<file path="src/pipc_pkg.sv">
// shared constants and types for the point-in-polygon crossing block
`timescale 1ns / 1ps

package pipc_pkg;

    // fixed point format: signed 16.16
    localparam int unsigned WORD_W    = 32;
    localparam int unsigned FRAC_BITS = 16;

    // divider: dividend magnitude is the 32-bit numerator shifted up by the fraction
    localparam int unsigned DIVIDEND_W = WORD_W + FRAC_BITS;
    localparam int unsigned DIV_STEPS  = DIVIDEND_W;
    localparam int unsigned DIV_CNT_W  = $clog2(DIV_STEPS);

    // stream widths
    localparam int unsigned S_DATA_W = 6 * WORD_W;
    localparam int unsigned M_DATA_W = 8;

    // divider status back to the sequencer
    typedef struct packed {
        logic              done;
        logic [WORD_W-1:0] quot;
    } div_res_t;

endpackage

</file>
<file path="src/pipc_div.sv">
// iterative restoring divider, one quotient bit per cycle, signed truncating result
`timescale 1ns / 1ps

module pipc_div
    import pipc_pkg::*;
(
    input  logic                     clk,
    input  logic                     rst_n,
    input  logic                     start,
    input  logic signed [WORD_W-1:0] dividend,
    input  logic signed [WORD_W-1:0] divisor,
    output div_res_t                 res
);

    logic                  busy_reg,   busy_next;
    logic                  done_reg,   done_next;
    logic [DIV_CNT_W-1:0]  cnt_reg,    cnt_next;
    logic                  neg_reg,    neg_next;
    logic [DIVIDEND_W-1:0] num_reg,    num_next;
    logic [WORD_W-1:0]     dmag_reg,   dmag_next;
    logic [WORD_W-1:0]     rem_reg,    rem_next;
    logic [WORD_W-1:0]     quot_reg,   quot_next;

    logic [WORD_W-1:0]     nmag;
    logic [WORD_W-1:0]     dmag;
    logic [WORD_W:0]       trial;
    logic [WORD_W+1:0]     diff;
    logic                  ge;

    // operand magnitudes
    assign nmag = dividend[WORD_W-1] ? (~dividend + 1'b1) : dividend;
    assign dmag = divisor[WORD_W-1]  ? (~divisor + 1'b1)  : divisor;

    // one shift-subtract step
    assign trial = {rem_reg, num_reg[DIVIDEND_W-1]};
    assign diff  = {1'b0, trial} - {2'b00, dmag_reg};
    assign ge    = ~diff[WORD_W+1];

    always_comb
    begin
        busy_next = busy_reg;
        done_next = 1'b0;
        cnt_next  = cnt_reg;
        neg_next  = neg_reg;
        num_next  = num_reg;
        dmag_next = dmag_reg;
        rem_next  = rem_reg;
        quot_next = quot_reg;
        if (start)
        begin
            busy_next = 1'b1;
            cnt_next  = '0;
            neg_next  = dividend[WORD_W-1] ^ divisor[WORD_W-1];
            num_next  = {nmag, {FRAC_BITS{1'b0}}};
            dmag_next = dmag;
            rem_next  = '0;
            quot_next = '0;
        end
        else if (busy_reg)
        begin
            rem_next  = ge ? diff[WORD_W-1:0] : trial[WORD_W-1:0];
            quot_next = {quot_reg[WORD_W-2:0], ge};
            num_next  = {num_reg[DIVIDEND_W-2:0], 1'b0};
            cnt_next  = cnt_reg + 1'b1;
            if (cnt_reg == DIV_CNT_W'(DIV_STEPS - 1))
            begin
                busy_next = 1'b0;
                done_next = 1'b1;
            end
        end
    end

    // control state
    always_ff @(posedge clk or negedge rst_n)
    begin
        if (!rst_n)
        begin
            busy_reg <= 1'b0;
            done_reg <= 1'b0;
            cnt_reg  <= '0;
        end
        else
        begin
            busy_reg <= busy_next;
            done_reg <= done_next;
            cnt_reg  <= cnt_next;
        end
    end

    // datapath
    always_ff @(posedge clk)
    begin
        neg_reg  <= neg_next;
        num_reg  <= num_next;
        dmag_reg <= dmag_next;
        rem_reg  <= rem_next;
        quot_reg <= quot_next;
    end

    // quotient low word, sign applied, wraps to 32 bits
    assign res.done = done_reg;
    assign res.quot = neg_reg ? (~quot_reg + 1'b1) : quot_reg;

endmodule

</file>
<file path="src/point_in_polygon_crossing.sv">
// Even-odd ray crossing test: one polygon edge per item, inside flag on the last edge.
// A straddling edge passes through prep, multiply, divider load, 48 divider steps, done, sum
// and finish after its accept; any other edge passes through prep, multiply and finish only.
// A new edge is accepted only once the sequencer is back in idle after the previous one.
// The result sits in an output register; a last edge waits only if it is still untaken.
// Reset (rst_n low, asynchronous) clears the parity, the sequencer and the output valid.
`timescale 1ns / 1ps

module point_in_polygon_crossing
    import pipc_pkg::*;
(
    input  logic                clk,
    input  logic                rst_n,
    input  logic                s_tvalid,
    output logic                s_tready,
    input  logic [S_DATA_W-1:0] s_tdata,  // edge_x0, edge_z0, edge_x1, edge_z1, point_x, point_z
    input  logic                s_tlast,  // last_edge
    output logic                m_tvalid,
    input  logic                m_tready,
    output logic [M_DATA_W-1:0] m_tdata   // inside_res, zero fill
);

    typedef enum logic [2:0] {
        S_IDLE,
        S_PREP,
        S_MUL,
        S_START,
        S_DIV,
        S_SUM,
        S_DONE
    } state_t;

    state_t state_reg, state_next;
    logic   parity_reg, parity_next;
    logic   m_valid_reg, m_valid_next;
    logic   inside_reg, inside_next;

    // captured item
    logic signed [WORD_W-1:0] x0_reg, z0_reg, x1_reg, z1_reg, px_reg, pz_reg;
    logic                     last_reg;

    // working registers
    logic signed [WORD_W-1:0]   a_reg, b_reg, d_reg, num_reg, q_reg;
    logic                       straddle_reg;
    logic signed [2*WORD_W-1:0] prod;
    logic signed [WORD_W-1:0]   cx;
    logic                       accept;
    logic                       div_start;
    div_res_t                   div_res;

    assign accept    = s_tvalid && s_tready;
    assign s_tready  = (state_reg == S_IDLE);
    assign div_start = (state_reg == S_START);
    assign m_tvalid  = m_valid_reg;
    assign m_tdata   = {{(M_DATA_W-1){1'b0}}, inside_reg};

    // divider, started only for straddling edges
    pipc_div u_div (
        .clk      (clk),
        .rst_n    (rst_n),
        .start    (div_start),
        .dividend (num_reg),
        .divisor  (d_reg),
        .res      (div_res)
    );

    // product of the two differences, then crossing x
    assign prod = a_reg * b_reg;
    assign cx   = x0_reg + q_reg;

    // sequencer next state
    always_comb
    begin
        state_next   = state_reg;
        parity_next  = parity_reg;
        m_valid_next = m_valid_reg;
        inside_next  = inside_reg;
        if (m_valid_reg && m_tready)
        begin
            m_valid_next = 1'b0;
        end
        unique case (state_reg)
            S_IDLE:
            begin
                if (accept)
                begin
                    state_next = S_PREP;
                end
            end
            S_PREP:
            begin
                state_next = S_MUL;
            end
            S_MUL:
            begin
                state_next = straddle_reg ? S_START : S_DONE;
            end
            S_START:
            begin
                state_next = S_DIV;
            end
            S_DIV:
            begin
                if (div_res.done)
                begin
                    state_next = S_SUM;
                end
            end
            S_SUM:
            begin
                if (px_reg < cx)
                begin
                    parity_next = ~parity_reg;
                end
                state_next = S_DONE;
            end
            S_DONE:
            begin
                if (!last_reg)
                begin
                    state_next = S_IDLE;
                end
                else if (!m_valid_reg || m_tready)
                begin
                    m_valid_next = 1'b1;
                    inside_next  = parity_reg;
                    parity_next  = 1'b0;
                    state_next   = S_IDLE;
                end
            end
            default:
            begin
                state_next = S_IDLE;
            end
        endcase
    end

    // state and registered outputs
    always_ff @(posedge clk or negedge rst_n)
    begin
        if (!rst_n)
        begin
            state_reg   <= S_IDLE;
            parity_reg  <= 1'b0;
            m_valid_reg <= 1'b0;
            inside_reg  <= 1'b0;
        end
        else
        begin
            state_reg   <= state_next;
            parity_reg  <= parity_next;
            m_valid_reg <= m_valid_next;
            inside_reg  <= inside_next;
        end
    end

    // item capture and datapath registers
    always_ff @(posedge clk)
    begin
        if (accept)
        begin
            x0_reg   <= s_tdata[0*WORD_W +: WORD_W];
            z0_reg   <= s_tdata[1*WORD_W +: WORD_W];
            x1_reg   <= s_tdata[2*WORD_W +: WORD_W];
            z1_reg   <= s_tdata[3*WORD_W +: WORD_W];
            px_reg   <= s_tdata[4*WORD_W +: WORD_W];
            pz_reg   <= s_tdata[5*WORD_W +: WORD_W];
            last_reg <= s_tlast;
        end
        // differences wrap to 32 bits, half-open straddle test on z
        if (state_reg == S_PREP)
        begin
            a_reg        <= pz_reg - z0_reg;
            b_reg        <= x1_reg - x0_reg;
            d_reg        <= z1_reg - z0_reg;
            straddle_reg <= ((z0_reg <= pz_reg) && (z1_reg > pz_reg))
                         || ((z1_reg <= pz_reg) && (z0_reg > pz_reg));
        end
        // floor shift by the fraction, wrapped to 32 bits
        if (state_reg == S_MUL)
        begin
            num_reg <= prod[FRAC_BITS +: WORD_W];
        end
        if (div_res.done)
        begin
            q_reg <= div_res.quot;
        end
    end

`ifndef SYNTH
    // a finished polygon loads the result and clears the parity
    assert property (@(posedge clk) disable iff (!rst_n)
        (state_reg == S_DONE && last_reg && (!m_valid_reg || m_tready))
        |=> (m_tvalid && !parity_reg))
        else $error("result not loaded or parity not cleared");

    // divider finishes only while the sequencer waits for it
    assert property (@(posedge clk) disable iff (!rst_n)
        div_res.done |-> (state_reg == S_DIV))
        else $error("divider done outside the divide phase");

    // an accepted item starts the sequence
    assert property (@(posedge clk) disable iff (!rst_n)
        accept |=> (state_reg == S_PREP))
        else $error("accepted item did not start processing");

    // parity changes only on a crossing update or on a finished polygon
    assert property (@(posedge clk) disable iff (!rst_n)
        (parity_reg != $past(parity_reg)) |->
            ($past(state_reg) == S_SUM || $past(state_reg) == S_DONE))
        else $error("parity changed outside an update");
`endif

endmodule
</file>
<file path="config.mk">
export PLATFORM = sky130hd
export DESIGN_NAME = point_in_polygon_crossing
export DESIGN_NICKNAME = d
export VERILOG_FILES = /design/src/pipc_pkg.sv /design/src/pipc_div.sv /design/src/point_in_polygon_crossing.sv
export SDC_FILE = /design/constraint.sdc
export NUM_CORES = 2
export LEC_CHECK = 0
export BUFFER_PORTS_ARGS = -buffer_cell sky130_fd_sc_hd__buf_2
export CAP_MARGIN = 5
export CORE_MARGIN = 2
export CORE_UTILIZATION = 50
export DETAILED_ROUTE_END_ITERATION = 12
export GPL_ROUTABILITY_DRIVEN = 1
export PLACE_DENSITY = 0.63
export REMOVE_ABC_BUFFERS = 1
export SLEW_MARGIN = 20
export SYNTH_ARGS = -nofsm -noshare
export SYNTH_HDL_FRONTEND = slang
export SYNTH_SLANG_ARGS = --single-unit
</file>
<file path="constraint.sdc">
create_clock -name clk -period 11.2 [get_ports clk]
set_clock_uncertainty 0.15 [all_clocks]
set_input_delay 2.24 -clock clk [delete_from_list [all_inputs] [get_ports clk]]
set_output_delay 2.24 -clock clk [all_outputs]
set_load 0.03 [all_outputs]
</file>
==> key figures <==
CTS
  • CTS tree: done
  • Cts repair resizes: 0
  • H-tree depth: 2
  • Clk_lat worst skew: 0.68 ns
  • TritonCTS Sinks: 497
  • Root Driver: clkbuf_16
  • Post-CTS setup buffers: 0
  • Maximum buffer depth of the clock tree: 3
  • Clk slew on worst S/H paths: 0.07 ns
  • Hold_buf cts: 0
  • CTS buffer count: 56

Drt
  • Final wirelength: 146000 um
  • Via/cell ratio: 5.47
  • Drt first pass iters: 5
  • Vias: between 30000 and 40000
  • DRT iter0 DRCs: 3002
  • DRT antenna net count: 0
  • Drc violations: 0
  • Avg WL per Cell: 20.2 um

Yosys
  • Predominant post-synthesis flop cell: edfxtp_1
  • Mapped Avg Cell Area: ~10 sq um
  • Ys async rst share: approximately 2.8%
  • Synthesized cell area: between 50000 and 60000 sq um
  • Cells after Synth: 5580
  • Area leader, netlist: fa_1
  • Ys Warns: 0
  • Top cells by count, synth: inv_1 (983), fa_1 (843), nand2_1 (640)
  • FF+latch count, synth: roughly 500
  • Yosys cell types: 82
  • Count leader, synth: inv_1
  • Post-synth EDFFs: 419
  • Sequential cell area fraction in the yosys report: 25.3%
  • Share of the synthesized area in the top cell type: a little under a third
  • Synth top area cells: fa_1 (30%), edfxtp_1 (22%), ha_1 (8.6%)

Critical path
  • Crit-path cells: buf_4 -> and2_1 -> fa_1 -> fa_1 -> fa_1 -> inv_1 -> fa_1 -> inv_1 -> fa_1 -> inv_1 -> fa_1 -> inv_1 -> fa_1 -> fa_1 -> ha_1 -> a21o_1 -> a21o_1 -> a21oi_1 -> o21ai_0 -> a21oi_1 -> a21oi_1 -> a31oi_1 -> o21ai_0 -> xor2_1
  • CP most frequent cell: fa_1
  • Slowest stage cell on the critical path: edfxtp_1
  • Buf+Inv Stages, Crit Path: 5
  • Critical path startpoint category: flop
  • CP required: 11.44 ns
  • CP Capture Type: flop
  • CP top delay family: adder cells
  • CP max stage delay: ~0.99 ns
  • WP data arrival: 8.82 ns
  • Path type of the worst setup path: flop to flop
  • CP Max Fanout: 23

Finish
  • Layout fillers: 9904
  • Combined area of the multi-input logic cells: 37300 sq um
  • Area grow syn2layout: 8.28%
  • Final Non-Filler Cells: 7239
  • End-of-flow core utilization: 54.7%
  • Final-stage net count: approximately 7100
  • Register area: between 10000 and 15000 sq um
  • Layout cells sized above 1: 7.29%

Timing
  • Worst slew pin tran: 1.13 ns
  • RSZ-0062 raised after global routing: false
  • Hold WS: 0.335 ns
  • Tcrit/Tclk final: 76.6%
  • Final-report hold violation count: 0
  • Max-Slew Margin vs Limit: between 20% and 30%
  • FMAX: 0.117 GHz
  • Fin crit period: 8.58 ns
  • Max Slew Vio Count: 0
  • Setup Viol. Count Final: 0
  • Setup TNS: 0 ns

Placement
  • Routability cong.: 0.916
  • I/O Buffers: 199
  • DP HPWL: 114000 um
  • Inst Count DP: 7127

Floorplan
  • Die Y-Extent: 339 um
  • Chip width: ~340 um
  • I/O Pins: 207
  • Die area: approximately 110000 sq um
  • Initial Util: between 50% and 60%
  • Core ar.: approximately 110000 sq um
  • # rows: 122

Global routing
  • Largest net degree at the start of global routing: 84
  • Vias in the first global route: roughly 42000
  • Initial antenna violation count: 10
  • GRT overflow: 0
  • Total Routing Usage GR: 26.0%
  • First-pass GRT wire length: 233000 um

Hold path
  • Hold Crit Class: flop to flop

Outcome
  • Outcome: completed

Flow run
  • MaxCap Viol Count: 0
-- path summary, 6_finish.rpt --
check	startpoint	endpoint	slack (ns)	depth (start not counted)
hold / removal	parity_reg$_DFFE_PN0P_	parity_reg$_DFFE_PN0P_	0.34	1
max in group asynchronous	rst_n	u_div.busy_reg$_DFF_PN0_	9.29	1
setup reg to reg	a_reg[6]$_DFFE_PP_	num_reg[20]$_DFFE_PN_	2.62	24
setup / recovery	a_reg[6]$_DFFE_PP_	num_reg[20]$_DFFE_PN_	2.62	24
min in group asynchronous	rst_n	inside_reg$_DFFE_PN0P_	1.31	1
hold reg to reg	parity_reg$_DFFE_PN0P_	parity_reg$_DFFE_PN0P_	0.34	1
-- layer usage --
| layer | up-vias | part of all wire [%] | GRT usage (%) |
|---|---|---|---|
| met5 | - | 0 | 0 |
| met4 | 0 | 3.8 | 9.23 |
| met3 | 257 | 6.0 | 3.63 |
| met2 | 1233 | 48 | 43.9 |
| met1 | 19992 | 42 | 34.3 |
| li1 | 18096 | - | - |
-- area by class of cell --
| type | count | share of cell area (%) |
|---|---|---|
| Antenna cell | 6 | 0.0247 |
| Clock buffer | 74 | 2.57 |
| Clock inverter | 31 | 0.688 |
| Inverter | 985 | 6.09 |
| Multi-Input combinational cell | 3874 | 61.5 |
| Sequential cell | 497 | 23.4 |
| Tap cell | 1488 | 3.06 |
| Timing Repair Buffer | 284 | 2.70 |
-- worst register-to-register path: cells and delay by family, from the launching register on --
kind | cells | cell delay (ns)
and+or+nand+nor | 1 | 0.18
buffers and inverters | 5 | 0.58
DFF | 1 | 0.99
xor gates and xnor gates | 1 | 0.18
AOI/OAI and AO/OA | 8 | 2.13
adders and majority gates | 9 | 4.09
-- placed cells by master, fill, tap and decap left out, types with 14 or more instances in the layout --
master and instances:
nor4_1 15, dfxtp_1 64, a211oi_1 16, o211ai_1 14, fa_1 843, nand4_1 37, nand3_1 47, o21ai_0 190
nand2_1 640, buf_4 84, a31oi_1 27, mux2i_1 52, a21o_1 89, and3_1 25, ha_1 387, edfxtp_1 419
o41ai_1 18, nor2_1 158, o31ai_1 30, o21a_1 32, xnor2_1 196, nor2b_1 43, and2_1 435, clkbuf_16 59
nor3_1 55, nand2b_1 42, a21oi_1 161, or3_1 20, o21bai_1 26, xor2_1 89, buf_2 199, inv_1 983
-- cell families (layout without fill, tap and decap cells) --
group	Yosys count	count (layout)	share of synthesized area (%)
flip-flops	497	497	25.3
XOR/XNOR	285	285	4.45
other	1	13	0.00668
multiplexers	54	54	0.968
AO/OA/AOI/OAI	712	712	8.19
adder cells (fa/ha/maj)	1230	1230	38.7
buffers and inverters	1215	1374	8.20
AND/OR/NAND/NOR	1586	1586	14.1
-- per-stage QoR --
step	setup slack, ns	cell area, sq um
3_3_place_gp	2.84	58700
2_1_floorplan	3.85	55200
4_1_cts	2.72	60700
5_1_grt	2.37	60700
3_5_place_dp	2.73	58700
6_report	2.62	60800
Power is not shown: default switching activity piles up to over one toggle a cycle in this logic, so the estimate is an artifact.
